===== src/design/rrmu_pkg.sv =====
// Shared codes and widths for the robust recursive mutex unit.
`default_nettype none

package rrmu_pkg;

    // Item field widths
    localparam int CMD_W    = 3;
    localparam int ID_W     = 8;
    localparam int STATUS_W = 3;
    localparam int HOLD_W   = 8;
    localparam int RSTATE_W = 2;
    localparam int KIND_W   = 2;
    localparam int IN_TDATA_W  = 16;
    localparam int OUT_TDATA_W = 16;

    typedef logic [CMD_W-1:0]    t_cmd;
    typedef logic [STATUS_W-1:0] t_status;
    typedef logic [RSTATE_W-1:0] t_rstate;
    typedef logic [KIND_W-1:0]   t_kind;

    // Commands
    localparam t_cmd CMD_TRYLOCK    = 3'd0;
    localparam t_cmd CMD_LOCK       = 3'd1;
    localparam t_cmd CMD_UNLOCK     = 3'd2;
    localparam t_cmd CMD_CONSISTENT = 3'd3;
    localparam t_cmd CMD_DESTROY    = 3'd4;
    localparam t_cmd CMD_INIT       = 3'd5;

    // Status codes
    localparam t_status ST_OK        = 3'd0;
    localparam t_status ST_INVALID   = 3'd1;
    localparam t_status ST_DEADLOCK  = 3'd2;
    localparam t_status ST_BUSY      = 3'd3;
    localparam t_status ST_OWNERDEAD = 3'd4;
    localparam t_status ST_PERM      = 3'd5;
    localparam t_status ST_RETRY     = 3'd6;

    // Robust states
    localparam t_rstate RS_NORMAL       = 2'd0;
    localparam t_rstate RS_INCONSISTENT = 2'd1;
    localparam t_rstate RS_UNUSABLE     = 2'd2;

    // Mutex kinds (code 3 acts as normal)
    localparam t_kind KIND_NORMAL    = 2'd0;
    localparam t_kind KIND_RECURSIVE = 2'd1;
    localparam t_kind KIND_ERRCHECK  = 2'd2;

    // Configuration register indexes
    localparam logic CFG_KIND   = 1'b0;
    localparam logic CFG_ROBUST = 1'b1;

endpackage

`default_nettype wire


===== src/design/robust_recursive_mutex_unit.sv =====
// Top level of the robust recursive mutex unit: one hardware mutex driven by a command stream.
`default_nettype none

// One mutex, one command item in, one result item out. An accepted item sits
// in an input register until the result register is free or draining; then
// the command logic reads the mutex state (count, owner, owner-recorded flag,
// robust state), updates it and loads the result register. While the output
// is not stalled the unit sustains one item per cycle: the state is read,
// modified and written back between the input and result registers, so
// back-to-back items see each other's updates. The result register parts the
// two sides: a stalled output holds the command stage, and the input stays
// ready while the input register is empty or about to move on. Lock never
// sleeps: a mutex that cannot be taken answers busy/wait. Recursive counts
// saturate at all ones and then answer retry. In robust mode a lock against a
// recorded but dead owner takes the mutex over, answers owner dead and marks
// the mutex inconsistent. Configuration (kind, robust mode) is written on the
// plain write port; the user must write it only while the unit is idle, which
// the block does not enforce. There is no read-back.
module robust_recursive_mutex_unit
    import rrmu_pkg::*;
#(
    parameter int THREAD_ID_BITS = 8,
    parameter int COUNT_BITS     = 8
) (
    input  wire                    i_clk,
    input  wire                    i_rst_n,
    // command items
    input  wire                    i_s_axis_tvalid,
    output logic                   o_s_axis_tready,
    // [2:0] command, [10:3] caller_id, [11] owner_alive, [15:12] zero
    input  wire [IN_TDATA_W-1:0]   i_s_axis_tdata,
    // result items
    output logic                   o_m_axis_tvalid,
    input  wire                    i_m_axis_tready,
    // [2:0] status, [3] acquire_event, [4] release_event, [12:5] hold_count,
    // [15:13] zero
    output logic [OUT_TDATA_W-1:0] o_m_axis_tdata,
    // configuration writes
    input  wire                    i_cfg_wen,
    input  wire                    i_cfg_idx,
    input  wire [KIND_W-1:0]       i_cfg_wdata
);

    // widths used to move between port fields and internal state
    localparam int ID_EXT_W  = (THREAD_ID_BITS > ID_W) ? THREAD_ID_BITS : ID_W;
    localparam int CNT_EXT_W = (COUNT_BITS > HOLD_W) ? COUNT_BITS : HOLD_W;
    localparam int PAD_W     = OUT_TDATA_W - STATUS_W - 2 - HOLD_W;

    // configuration
    t_kind r_kind;
    logic  r_robust;

    // mutex state
    logic [COUNT_BITS-1:0]     r_lock_count, n_lock_count;
    logic [THREAD_ID_BITS-1:0] r_owner_id,   n_owner_id;
    logic                      r_owner_rec,  n_owner_rec;
    t_rstate                   r_rstate,     n_rstate;

    // input stage
    logic            r_in_valid;
    t_cmd            r_cmd;
    logic [ID_W-1:0] r_caller;
    logic            r_alive;

    // result stage
    logic              r_out_valid;
    t_status           r_status,  n_status;
    logic              r_acq,     n_acq;
    logic              r_rel,     n_rel;
    logic [HOLD_W-1:0] r_hold;

    logic                      w_advance;
    logic                      w_fire;
    logic [ID_EXT_W-1:0]       w_caller_ext;
    logic [THREAD_ID_BITS-1:0] w_who;
    logic                      w_is_owner;
    logic                      w_cnt_zero;
    logic                      w_cnt_full;
    logic [CNT_EXT_W-1:0]      w_cnt_ext;

    // result register free or draining this cycle
    assign w_advance       = !r_out_valid || i_m_axis_tready;
    assign w_fire          = r_in_valid && w_advance;
    assign o_s_axis_tready = !r_in_valid || w_advance;

    assign w_caller_ext = ID_EXT_W'(r_caller);
    assign w_who        = w_caller_ext[THREAD_ID_BITS-1:0];
    assign w_is_owner   = r_owner_rec && (r_owner_id == w_who);
    assign w_cnt_zero   = (r_lock_count == '0);
    assign w_cnt_full   = &r_lock_count;

    // command logic
    always_comb begin
        n_lock_count = r_lock_count;
        n_owner_id   = r_owner_id;
        n_owner_rec  = r_owner_rec;
        n_rstate     = r_rstate;
        n_status     = ST_OK;
        n_acq        = 1'b0;
        n_rel        = 1'b0;

        unique case (r_cmd) inside
            CMD_TRYLOCK, CMD_LOCK: begin
                if (r_rstate == RS_UNUSABLE) begin
                    n_status = ST_INVALID;
                end else if (w_cnt_zero) begin
                    n_lock_count = COUNT_BITS'(1);
                    n_owner_id   = w_who;
                    n_owner_rec  = 1'b1;
                    n_acq        = 1'b1;
                end else if (r_kind == KIND_RECURSIVE && w_is_owner) begin
                    if (w_cnt_full) begin
                        n_status = ST_RETRY;
                    end else begin
                        n_lock_count = r_lock_count + COUNT_BITS'(1);
                    end
                end else if (r_kind == KIND_ERRCHECK && w_is_owner) begin
                    n_status = ST_DEADLOCK;
                end else if (r_cmd == CMD_LOCK && r_robust && r_owner_rec && !r_alive) begin
                    // robust takeover from a dead owner
                    n_rstate     = RS_INCONSISTENT;
                    n_lock_count = COUNT_BITS'(1);
                    n_owner_id   = w_who;
                    n_owner_rec  = 1'b1;
                    n_acq        = 1'b1;
                    n_status     = ST_OWNERDEAD;
                end else begin
                    n_status = ST_BUSY;
                end
            end
            CMD_UNLOCK: begin
                if (w_cnt_zero || !w_is_owner) begin
                    n_status = ST_PERM;
                end else begin
                    if (r_rstate == RS_INCONSISTENT) begin
                        n_rstate = RS_UNUSABLE;
                    end
                    if (r_kind == KIND_RECURSIVE) begin
                        n_lock_count = r_lock_count - COUNT_BITS'(1);
                        n_rel        = (r_lock_count == COUNT_BITS'(1));
                    end else begin
                        n_lock_count = '0;
                        n_rel        = 1'b1;
                    end
                end
            end
            CMD_CONSISTENT: begin
                if (w_is_owner && r_rstate == RS_INCONSISTENT) begin
                    n_rstate = RS_NORMAL;
                end else begin
                    n_status = ST_INVALID;
                end
            end
            CMD_DESTROY: begin
                n_status = w_cnt_zero ? ST_OK : ST_BUSY;
            end
            CMD_INIT: begin
                n_lock_count = '0;
                n_owner_id   = '0;
                n_owner_rec  = 1'b0;
                n_rstate     = RS_NORMAL;
            end
            default: begin
                n_status = ST_INVALID;
            end
        endcase
    end

    assign w_cnt_ext = CNT_EXT_W'(n_lock_count);

    // configuration registers
    always_ff @(posedge i_clk) begin
        if (!i_rst_n) begin
            r_kind   <= KIND_NORMAL;
            r_robust <= 1'b0;
        end else if (i_cfg_wen) begin
            unique case (i_cfg_idx)
                CFG_KIND:   r_kind   <= i_cfg_wdata;
                CFG_ROBUST: r_robust <= i_cfg_wdata[0];
                default:    r_robust <= r_robust;
            endcase
        end
    end

    // mutex state, updated as each item leaves the input stage
    always_ff @(posedge i_clk) begin
        if (!i_rst_n) begin
            r_lock_count <= '0;
            r_owner_id   <= '0;
            r_owner_rec  <= 1'b0;
            r_rstate     <= RS_NORMAL;
        end else if (w_fire) begin
            r_lock_count <= n_lock_count;
            r_owner_id   <= n_owner_id;
            r_owner_rec  <= n_owner_rec;
            r_rstate     <= n_rstate;
        end
    end

    // input stage
    always_ff @(posedge i_clk) begin
        if (!i_rst_n) begin
            r_in_valid <= 1'b0;
        end else if (o_s_axis_tready) begin
            r_in_valid <= i_s_axis_tvalid;
        end
    end

    always_ff @(posedge i_clk) begin
        if (o_s_axis_tready && i_s_axis_tvalid) begin
            r_cmd    <= i_s_axis_tdata[CMD_W-1:0];
            r_caller <= i_s_axis_tdata[CMD_W +: ID_W];
            r_alive  <= i_s_axis_tdata[CMD_W + ID_W];
        end
    end

    // result stage
    always_ff @(posedge i_clk) begin
        if (!i_rst_n) begin
            r_out_valid <= 1'b0;
        end else if (w_advance) begin
            r_out_valid <= r_in_valid;
        end
    end

    always_ff @(posedge i_clk) begin
        if (w_fire) begin
            r_status <= n_status;
            r_acq    <= n_acq;
            r_rel    <= n_rel;
            r_hold   <= w_cnt_ext[HOLD_W-1:0];
        end
    end

    assign o_m_axis_tvalid = r_out_valid;
    assign o_m_axis_tdata  = {PAD_W'(0), r_hold, r_rel, r_acq, r_status};

endmodule

`default_nettype wire


===== config.mk =====
export PLATFORM = sky130hd
export DESIGN_NAME = robust_recursive_mutex_unit
export DESIGN_NICKNAME = d
export VERILOG_FILES = /design/src/design/rrmu_pkg.sv /design/src/design/robust_recursive_mutex_unit.sv
export SDC_FILE = /design/constraint.sdc
export NUM_CORES = 1
export LEC_CHECK = 0
export ABC_AREA = 1
export BUFFER_PORTS_ARGS = -buffer_cell sky130_fd_sc_hd__clkbuf_2
export CAP_MARGIN = 20
export CORE_MARGIN = 2
export CORE_UTILIZATION = 58
export DETAILED_ROUTE_END_ITERATION = 10
export PLACE_DENSITY = 0.84
export SYNTH_ARGS = -nofsm -noshare
export SYNTH_HDL_FRONTEND = slang
export SYNTH_SLANG_ARGS = --single-unit

===== constraint.sdc =====
create_clock -name i_clk -period 2 [get_ports i_clk]
set_input_delay 0.2 -clock i_clk [delete_from_list [all_inputs] [get_ports i_clk]]
set_output_delay 0.2 -clock i_clk [all_outputs]
set_load 0.03 [all_outputs]

==> impl_metrics.py <==
metrics = {
    "pwr": {
        "power.density_nw_per_um2": 591,
        "irDropWorstVdd_mv": 0.392,
        "power_switching_uw": 717,
        "swShare": 0.315,
        "seq_power_share": 0.511,
        "leakagePower_uw": 0.00177,
        "p_total_uw": 2270,
        "cellInternalPower_uw": 1560,
        "power_frac_clock": 0.250,
        "p_comb_frac": 0.239,
    },
    "timing": {
        "period_minus_slack_ps": 1950,
        "fin_crit_sh": 0.974,
        "fmax_ghz": 0.513,
        "clock-skew-final_ps": 6.74,
        "slew_violations": 0,
        "worstMarginPinSlew_ps": 696,
        "hold_viol": 0,
        "rsz0062_at_grt": "true",
        "setup_violations": 0,
        "relSlewSlack": 0.535,
    },
    "synthesis": {
        "yosys_warnings": 0,
        "synth_ff_type": "edfxtp_1",
        "netlist_area_um2": 3180,
        "synth_most_common_cell": "nand2_1",
        "synth_area_leaders": "edfxtp_1 (24%), dfxtp_1 (15%), nand2_1 (13%), inv_1 (7.3%), nand3_1 (5.2%)",
        "yosysTopAreaCell": "edfxtp_1",
        "synth_common_cells": "nand2_1 (110), inv_1 (62), nand3_1 (33)",
        "synth-edff-count": 25,
        "synth_top_area_share": 0.236,
        "synth_cell_types": 40,
        "ys_seq_area_frac": 0.387,
        "syn_avg_cell_area_um2": 7.47,
        "synth-async-reset-ratio": 0,
        "ys_ff_latch": 49,
        "syn_inst": 426,
    },
    "critical_path": {
        "critPathKind": "reg -> reg",
        "path_cells": "inv_1, nand2_1, nand2_1, inv_1, nand3_2, nor2_4, buf_4, nand3_2, nand3_4, nand2_1, inv_2, nand2_1, nand3_2, nand2_2, inv_1",
        "r2r_slack_ps": 50,
        "cpLargestDelayFamily": "simple AND/OR/NAND/NOR gates",
        "cpMostUsedCell": "nand2_1",
        "cp_max_fo": 5,
        "crit_required_ps": 2070,
        "path_buf_inv": 5,
        "cp-start-kind": "flop",
        "worstPathArrival_ps": 2020,
        "slowest_stage": "edfxtp_1",
        "cp_slowest_stage_delay_ps": 480,
        "cp-end-kind": "flop",
    },
    "detailed_routing": {
        "drt_wl_total_um": 8150,
        "viasPerCell": 5.38,
        "first_pass_iters": 5,
        "drc_errors": 0,
        "postRouteAntennaNets": 0,
        "drt_iter0_drc": 288,
        "num_vias": 3039,
        "wl_per_cell_um": 14.4,
    },
    "cts": {
        "ctsHtreeMaxLevel": 2,
        "numCtsBuffers": 5,
        "clkLatencyLatePin_ps": 300,
        "max-clock-path-buffers": 2,
        "cts_tree": "built",
        "clock-sinks": 49,
        "cts_hold_buf": 0,
        "path_clk_slew_ps": 90,
        "cts-root-buf": "clkbuf_8",
    },
    "global_routing": {
        "grt_pass1_vias": 2826,
        "grt_pass1_wl_um": 12600,
        "antenna_found_initial": 0,
        "grt.overflow.total": 0,
        "grt_start_max_net_pins": 25,
        "grt_util_all_layers": 0.259,
    },
    "final_layout": {
        "final_area_um2": 3850,
        "diodes": 0,
        "layout.nets": 522,
        "area_growth_pct": 20.8,
        "drive_above_1_share": 0.331,
    },
    "floorplan": {
        "num_rows": 26,
        "die_x_um": 78.1,
        "core_area_um2": 5200,
        "ios": 42,
        "die_y_um": 78.1,
        "start_util": 0.612,
        "dieArea_um2": 6100,
    },
    "placement": {
        "gp_congestion": 0.939,
        "dpl.hpwl_um": 5680,
        "portBuffers": 34,
        "dpl_cell_area_um2": 3570,
    },
    "run_status": {
        "status": "completed",
    },
    "hold_path": {
        "hp-class": "in -> reg",
    },
    "job": {
        "cap_violations": 0,
    },
}
-- worst register-to-register path: cells and delay by family, from the launching register on --
family | cells | cell delay (ps)
and+or+nand+nor | 10 | 810
DFF | 1 | 480
buffers and inverters | 5 | 430
-- worst paths after layout --
| check | startpoint | end | cells after the start |
|---|---|---|---|
| min | i_s_axis_tdata[1] | r_cmd[1]$_DFFE_PP_ | 1 |
| max reg2reg | r_caller[7]$_DFFE_PP_ | r_hold[6]$_DFFE_PP_ | 15 |
| max | r_caller[7]$_DFFE_PP_ | r_hold[6]$_DFFE_PP_ | 15 |
| min reg2reg | r_robust$_SDFFE_PN0P_ | r_robust$_SDFFE_PN0P_ | 2 |
-- routing by layer --
metal	global-route usage	up-vias	part of all wire
li1	-	1514	-
met1	0.311	1398	0.41
met2	0.471	114	0.52
met3	0.0448	13	0.057
met4	0.0860	0	0.016
met5	0	-	0
-- cells in the final DEF, fill, tap and decap left out, drive strengths merged --
cell type	Yosys	routed
a21oi	27	27
a31o	1	1
and3	1	1
buf	9	34
clkbuf	2	41
clkinvlp	0	2
conb	1	3
dfxtp	24	24
edfxtp	25	25
ha	4	4
inv	73	72
nand2	123	124
nand3	43	44
nand4	16	16
nor2	37	37
nor3	7	7
nor3b	1	1
nor4	1	1
o211ai	1	1
o21ai	23	23
o21bai	1	1
xnor2	1	1
xor2	5	5
-- metrics by stage --
stage                     utilization  TNS [ps]  instances  setup WS, ps  hold WS [ps]
after detailed placement        0.685         0        546         0.780           379
after floorplan                     -         0        428           170           299
final                           0.739         0        565          52.5          67.4
after CTS                       0.702         0        554          26.8          63.3
after global routing            0.739     -1420        565          -114          58.8
after global placement          0.685         0        546          25.9           377
-- area by class of cell --
class | count | area (um2)
fill | 401 | 1360
sequential | 49 | 1240
tap | 70 | 87.6
timing repair buffer | 68 | 425
clock buffer | 7 | 76.3
multi-input combinational | 297 | 1730
inverter | 73 | 278
clock inverter | 1 | 7.51
-- timing repair --
item | in CTS | in global routing
setup buffers | 0 | 9
gates resized for setup | 2 | 30
gates cloned | 0 | 2
setup endpoints to repair | 4 | 27
pin swaps | 0 | 20
-- cells by family after synthesis --
group / share of synthesized area
AOI/OAI and AO/OA: 0.103
xor gates and xnor gates: 0.0165
adders and majority gates: 0.0157
buffers and inverters: 0.108
DFF: 0.387
other: 0.00118
and+or+nand+nor: 0.369
-- flip-flops by register name, summed over array words and instances, names as in the netlist --
name / count
r_robust: 1
r_owner_rec: 1
r_rel: 1
r_owner_id: 8
r_acq: 1
r_status: 3
r_rstate: 2
r_in_valid: 1
r_cmd: 3
o_m_axis_tvalid: 1
r_kind: 2
r_hold: 8
r_caller: 8
r_lock_count: 8
r_alive: 1
-- power by group through the flow --
stage / clock network, uW / registers, uW / logic, uW
after floorplan: 0 / 1200 / 312
after global placement: 0 / 1180 / 486
after detailed placement: 0 / 1180 / 497
after CTS: 582 / 1160 / 502
after global routing: 607 / 1170 / 592
final: 568 / 1160 / 543
Power figures use the tool's default switching activity.
